**src/rtl/core/sdta_pkg.sv**
```systemverilog
// package for the signed decimal to ascii converter: types and constants
`default_nettype none

package sdta_pkg;

    // field widths
    localparam int unsigned VALUE_W   = 16;
    localparam int unsigned CHAR_W    = 8;
    localparam int unsigned DIGIT_W   = 4;
    localparam int unsigned NUM_DIGITS = 5;
    localparam int unsigned BCD_W     = NUM_DIGITS * DIGIT_W;
    localparam int unsigned BIT_CNT_W = $clog2(VALUE_W);
    localparam int unsigned DIG_CNT_W = $clog2(NUM_DIGITS + 1);

    // ascii codes
    localparam logic [CHAR_W-1:0] CHAR_MINUS = 8'd45;
    localparam logic [CHAR_W-1:0] CHAR_ZERO  = 8'd48;

    // double dabble correction threshold and offset
    localparam logic [DIGIT_W-1:0] DABBLE_LIMIT = 4'd5;
    localparam logic [DIGIT_W-1:0] DABBLE_ADD   = 4'd3;

    // converter sequencer states
    typedef enum logic [1:0] {
        ST_IDLE,
        ST_CONV,
        ST_SKIP,
        ST_EMIT
    } state_t;

endpackage : sdta_pkg

`default_nettype wire

```
**src/rtl/core/signed_decimal_to_ascii.sv**
```systemverilog
// signed 16-bit integer to decimal ascii text, bit-serial double dabble
//
//  channel | ports                           | direction
//  --------+---------------------------------+----------
//  input   | s_valid s_ready s_value[15:0]   | in
//  result  | m_valid m_ready m_char_code[7:0] m_last_char | out
//
// a request is loaded, its 16 magnitude bits are shifted through the serial
// converter, leading zero digits are dropped one at a time (the units digit
// always stays), and the sign and digits then go out as one character per
// cycle (1 to 6 characters) while the result side does not stall.
// aresetn is synchronous and active low and clears the sequencer and m_valid.
// a stalled result holds in the output register; the sequencer waits on it.
// s_ready is high only while the converter is idle.
`default_nettype none

module signed_decimal_to_ascii (
    input  wire                               aclk,
    input  wire                               aresetn,
    input  wire                               s_valid,
    output logic                              s_ready,
    input  wire  signed [sdta_pkg::VALUE_W-1:0] s_value,
    output logic                              m_valid,
    input  wire                               m_ready,
    output logic [sdta_pkg::CHAR_W-1:0]       m_char_code,
    output logic                              m_last_char
);

    import sdta_pkg::*;

    state_t                 state_reg, state_next;
    logic [VALUE_W-1:0]     mag_reg, mag_next;
    logic [BCD_W-1:0]       bcd_reg, bcd_next;
    logic [BIT_CNT_W-1:0]   bit_cnt_reg, bit_cnt_next;
    logic [DIG_CNT_W-1:0]   dig_cnt_reg, dig_cnt_next;
    logic                   sign_reg, sign_next;
    logic                   m_valid_reg, m_valid_next;
    logic [CHAR_W-1:0]      m_char_reg, m_char_next;
    logic                   m_last_reg, m_last_next;

    logic                   in_take;
    logic                   out_free;
    logic [DIGIT_W-1:0]     top_digit;
    logic [BCD_W-1:0]       bcd_fixed;
    logic [VALUE_W-1:0]     abs_value;
    logic                   last_digit;

    assign in_take    = s_valid && (state_reg == ST_IDLE);
    assign out_free   = !m_valid_reg || m_ready;
    assign top_digit  = bcd_reg[BCD_W-1 -: DIGIT_W];
    assign last_digit = (dig_cnt_reg == DIG_CNT_W'(1));

    // magnitude fits 16 bits unsigned, -32768 maps to 32768
    assign abs_value = s_value[VALUE_W-1] ? (~s_value + VALUE_W'(1)) : s_value;

    // add-3 correction on every bcd digit before the shift
    always_comb begin
        for (int d = 0; d < NUM_DIGITS; d++) begin
            if (bcd_reg[d*DIGIT_W +: DIGIT_W] >= DABBLE_LIMIT) begin
                bcd_fixed[d*DIGIT_W +: DIGIT_W] = bcd_reg[d*DIGIT_W +: DIGIT_W] + DABBLE_ADD;
            end else begin
                bcd_fixed[d*DIGIT_W +: DIGIT_W] = bcd_reg[d*DIGIT_W +: DIGIT_W];
            end
        end
    end

    // next state
    always_comb begin
        state_next = state_reg;
        unique case (state_reg)
            ST_IDLE: begin
                if (in_take) begin
                    state_next = ST_CONV;
                end
            end
            ST_CONV: begin
                if (bit_cnt_reg == '0) begin
                    state_next = ST_SKIP;
                end
            end
            ST_SKIP: begin
                if (top_digit != '0 || last_digit) begin
                    state_next = ST_EMIT;
                end
            end
            ST_EMIT: begin
                if (out_free && !sign_reg && last_digit) begin
                    state_next = ST_IDLE;
                end
            end
            default: state_next = ST_IDLE;
        endcase
    end

    // datapath and output register
    always_comb begin
        mag_next     = mag_reg;
        bcd_next     = bcd_reg;
        bit_cnt_next = bit_cnt_reg;
        dig_cnt_next = dig_cnt_reg;
        sign_next    = sign_reg;
        m_valid_next = m_valid_reg && !m_ready;
        m_char_next  = m_char_reg;
        m_last_next  = m_last_reg;
        unique case (state_reg)
            ST_IDLE: begin
                if (in_take) begin
                    mag_next     = abs_value;
                    bcd_next     = '0;
                    bit_cnt_next = BIT_CNT_W'(VALUE_W - 1);
                    dig_cnt_next = DIG_CNT_W'(NUM_DIGITS);
                    sign_next    = s_value[VALUE_W-1];
                end
            end
            ST_CONV: begin
                {bcd_next, mag_next} = {bcd_fixed[BCD_W-2:0], mag_reg, 1'b0};
                bit_cnt_next         = bit_cnt_reg - BIT_CNT_W'(1);
            end
            ST_SKIP: begin
                // drop a leading zero digit, always keep the units digit
                if (top_digit == '0 && !last_digit) begin
                    bcd_next     = {bcd_reg[BCD_W-DIGIT_W-1:0], {DIGIT_W{1'b0}}};
                    dig_cnt_next = dig_cnt_reg - DIG_CNT_W'(1);
                end
            end
            ST_EMIT: begin
                if (out_free) begin
                    m_valid_next = 1'b1;
                    if (sign_reg) begin
                        m_char_next = CHAR_MINUS;
                        m_last_next = 1'b0;
                        sign_next   = 1'b0;
                    end else begin
                        m_char_next  = CHAR_ZERO + {{(CHAR_W-DIGIT_W){1'b0}}, top_digit};
                        m_last_next  = last_digit;
                        bcd_next     = {bcd_reg[BCD_W-DIGIT_W-1:0], {DIGIT_W{1'b0}}};
                        dig_cnt_next = dig_cnt_reg - DIG_CNT_W'(1);
                    end
                end
            end
            default: ;
        endcase
    end

    // control registers
    always_ff @(posedge aclk) begin
        if (!aresetn) begin
            state_reg   <= ST_IDLE;
            m_valid_reg <= 1'b0;
        end else begin
            state_reg   <= state_next;
            m_valid_reg <= m_valid_next;
        end
    end

    // payload registers
    always_ff @(posedge aclk) begin
        mag_reg     <= mag_next;
        bcd_reg     <= bcd_next;
        bit_cnt_reg <= bit_cnt_next;
        dig_cnt_reg <= dig_cnt_next;
        sign_reg    <= sign_next;
        m_char_reg  <= m_char_next;
        m_last_reg  <= m_last_next;
    end

    assign s_ready     = (state_reg == ST_IDLE);
    assign m_valid     = m_valid_reg;
    assign m_char_code = m_char_reg;
    assign m_last_char = m_last_reg;

endmodule : signed_decimal_to_ascii

`default_nettype wire

```
**config.mk**
```make
export PLATFORM = sky130hd
export DESIGN_NAME = signed_decimal_to_ascii
export DESIGN_NICKNAME = d
export VERILOG_FILES = /design/src/rtl/core/sdta_pkg.sv /design/src/rtl/core/signed_decimal_to_ascii.sv
export SDC_FILE = /design/constraint.sdc
export NUM_CORES = 1
export LEC_CHECK = 0
export ABC_AREA = 1
export BUFFER_PORTS_ARGS = -buffer_cell sky130_fd_sc_hd__buf_2
export CAP_MARGIN = 0
export CORE_MARGIN = 4
export CORE_UTILIZATION = 33
export CTS_BUF_LIST = sky130_fd_sc_hd__clkbuf_4 sky130_fd_sc_hd__clkbuf_8
export DETAILED_ROUTE_END_ITERATION = 10
export SETUP_SLACK_MARGIN = 0.05
export SLEW_MARGIN = 0
export SYNTH_ARGS = -nofsm -noshare
export SYNTH_HDL_FRONTEND = slang
export SYNTH_SLANG_ARGS = --single-unit
```
**constraint.sdc**
```tcl
create_clock -name aclk -period 3.59 [get_ports aclk]
set_input_delay 0.1795 -clock aclk [delete_from_list [all_inputs] [get_ports aclk]]
set_output_delay 0.1795 -clock aclk [all_outputs]
set_load 0.01 [all_outputs]
```
==> metrics.csv <==
metric,value,unit
status,finished clean,
Final HPWL DP,4757,um
Post-CTS Resized,0,
Reg2Reg Depth,9,
crit-path leading delay family,adder cells,
max reg flops,20,
Hold Buf Count CTS,0,
die area,11830,um2
"commonest non-fill, non-tap cell in the layout",nand2_1,
share of power burned in registers,0.422,
post-route ant nets,0,
Post-synth EDFFs,50,
Psw,1261,uW
slack of the critical path,1.437,ns
# diodes,0,
vias in the first global route,2477,
clk_lat worst skew,0.31,ns
Fillers,1061,
clock sinks,53,
Worst-Margin Slew,0.7750,ns
Crit. Startpoint,state_reg[1]$_SDFFE_PN0P_,
first-pass GRT wire length,11440,um
Clock Pin Slew Worst Setup and Hold Paths,0.10,ns
number of I/O pins,31,
IO buf count,27,
logic gate share of total power,0.458,
Max VDD drop,0.2728,mV
Iter 0 DRT Violations,80,
Slew headroom,0.4834,
Starting Density,0.3414,
CTS root buf,clkbuf_8,
"Slew Viols, Final",0,
Worst setup EP type,flop,
H-tree levels,2,
final setup fails,0,
Vias,2602,
total track usage,0.1183,
Sum Neg Setup Slack,0,ns
Int Power,1662,uW
Clock Tree Buf Depth,2,
drc violations,0,
Max Cap Violations,0,
Synth cell types,33,
DR pass1 iterations,4,
largest net degree at the start of global routing,24,
Synth Warn #,0,
crit path capture,state_reg[1]$_SDFFE_PN0P_,
site row count,36,
Worst Path Buf+Inv,2,
CP Cell Sequence,"inv_1, ha_1, inv_2, a21oi_1, nor2_1, nand3_2, nand2_1, nand2_1, nor2_1",
mapped cell area,3352,um2
RSZ-0062 raised after global routing,false,
PwrDens,796.7,nW/um2
Leak Pwr,0.001608,uW
"Period Utilization, post-route",0.5999,
slowest cell on the critical path,ha_1,
antenna violations before repair,0,
clock network fraction of total power,0.120,
f_max,0.4644,GHz
critical path class,flop to flop,
final wirelength,6407,um
critical path's largest stage delay,0.68,ns
Area Overhead vs Synth,9.444,%
core area,9819,um2
Sw Share,0.4313,
Fin Hold WS,0.1173,ns
Die H,108.8,um
Multi-input gate area,1498,um2
Yosys reg bits,53,
setup bufs post-CTS,0,
Avg Inst Size Synth,8.276,um2
layout cells sized above 1,0.1183,
Setup WS pre-CTS,1.414,ns
GP Congestion,0.7831,
CP arrival,2.37,ns
Hold Crit Depth,3,
flop2flop setup slack,1.44,ns
Final Skew,0.006739,ns
final hold violations,0,
Reg area,1562,um2
CP required,3.80,ns
gate count after technology mapping,405,
Via density,4.613,
TritonCTS clock tree,built,
"commonest cells after routing, fill and taps aside","99 x nand2_1, 53 x nor2_1, 50 x edfxtp_1",
worst r2r src,state_reg[1]$_SDFFE_PN0P_,
NumNets Final,470,
Post-synth ARST share,0,
Overflow after GRT,0,
WL per Instance,11.36,um
CTS buffer count,5,
register area share after synthesis,0.4658,
Stages on worst setup path,9,
FF-to-FF End,state_reg[1]$_SDFFE_PN0P_,
critical path startpoint category,flop,
minimum clock period,2.153,ns
die width,108.8,um
CP Max Fanout,23,
Hold Crit Class,input pin to flop,
ys flop type,edfxtp_1,
==> how the worst min path moves through the flow <==
stage | start | endpoint | slack (ns)
after floorplan | aresetn | state_reg[0]$_SDFFE_PN0P_ | 0.30
after global routing | aresetn | state_reg[1]$_SDFFE_PN0P_ | 0.12
after CTS | aresetn | state_reg[0]$_SDFFE_PN0P_ | 0.11
after global placement | aresetn | state_reg[0]$_SDFFE_PN0P_ | 0.44
final | aresetn | state_reg[0]$_SDFFE_PN0P_ | 0.12
after detailed placement | aresetn | state_reg[0]$_SDFFE_PN0P_ | 0.45
==> metal layers <==
metal | up-vias | global-route usage | wire, um
met5 | - | 0 | 0
met4 | 0 | 0.02435 | 53
met3 | 4 | 0.02427 | 237
met2 | 38 | 0.1906 | 2850
met1 | 1183 | 0.1651 | 3266
li1 | 1377 | - | -
==> synthesized netlist by cell type (all sizes together), types with 2 or more instances <==
cell    instances  area [um2]
inv            52       195.2
a21oi          24       120.1
dfxtp           3       60.06
or2             2       15.02
nor2           55       211.5
xor2            5       43.79
nand2         102       390.4
conb            2       7.510
edfxtp         50        1501
nand4           8       50.05
nand3b          2       15.01
buf            12       87.58
nand3          35       192.7
o21ai          22       121.4
xnor2           2       17.52
ha             20       250.2
o211ai          2       15.01
==> power groups by stage <==
stage | registers [uW] | clock network, uW | logic (uW)
finish | 1230 | 350 | 1340
global placement | 1250 | 0 | 1320
floorplan | 1220 | 0 | 1080
detailed placement | 1250 | 0 | 1360
CTS | 1240 | 360 | 1370
global route | 1270 | 378 | 1580
==> through the flow <==
| step | area, um2 | cells | power (uW) | util |
|---|---|---|---|---|
| floorplan | 3356 | 406 | 2296 | - |
| global placement | 3578 | 556 | 2569 | 0.3644 |
| detailed placement | 3578 | 556 | 2608 | 0.3644 |
| CTS | 3669 | 564 | 2962 | 0.3736 |
| global route | 3669 | 564 | 3227 | 0.3736 |
| finish | 3669 | 564 | 2923 | 0.3736 |
==> worst min-delay path: cells and delay by family <==
kind                   cells  cell delay, ns
buffers and inverters      1            0.12
AND/OR/NAND/NOR            2            0.09
==> kinds of logic after synthesis <==
logic type | Yosys count | synth area share
simple gates | 205 | 0.2624
flops | 53 | 0.4658
compound gates | 53 | 0.08810
buf+inv | 65 | 0.08846
other cells | 2 | 0.002240
fa+ha+maj | 20 | 0.07465
xor+xnor | 7 | 0.01829
==> final cells by class <==
class	instances	area share
well taps	133	0.04536
flip-flops and latches	53	0.4256
clock inverters	2	0.003752
clock buffers	6	0.02080
multi-input cells	288	0.4083
repair buffers	30	0.04297
inverters	52	0.05321
Power figures use the tool's default switching activity.
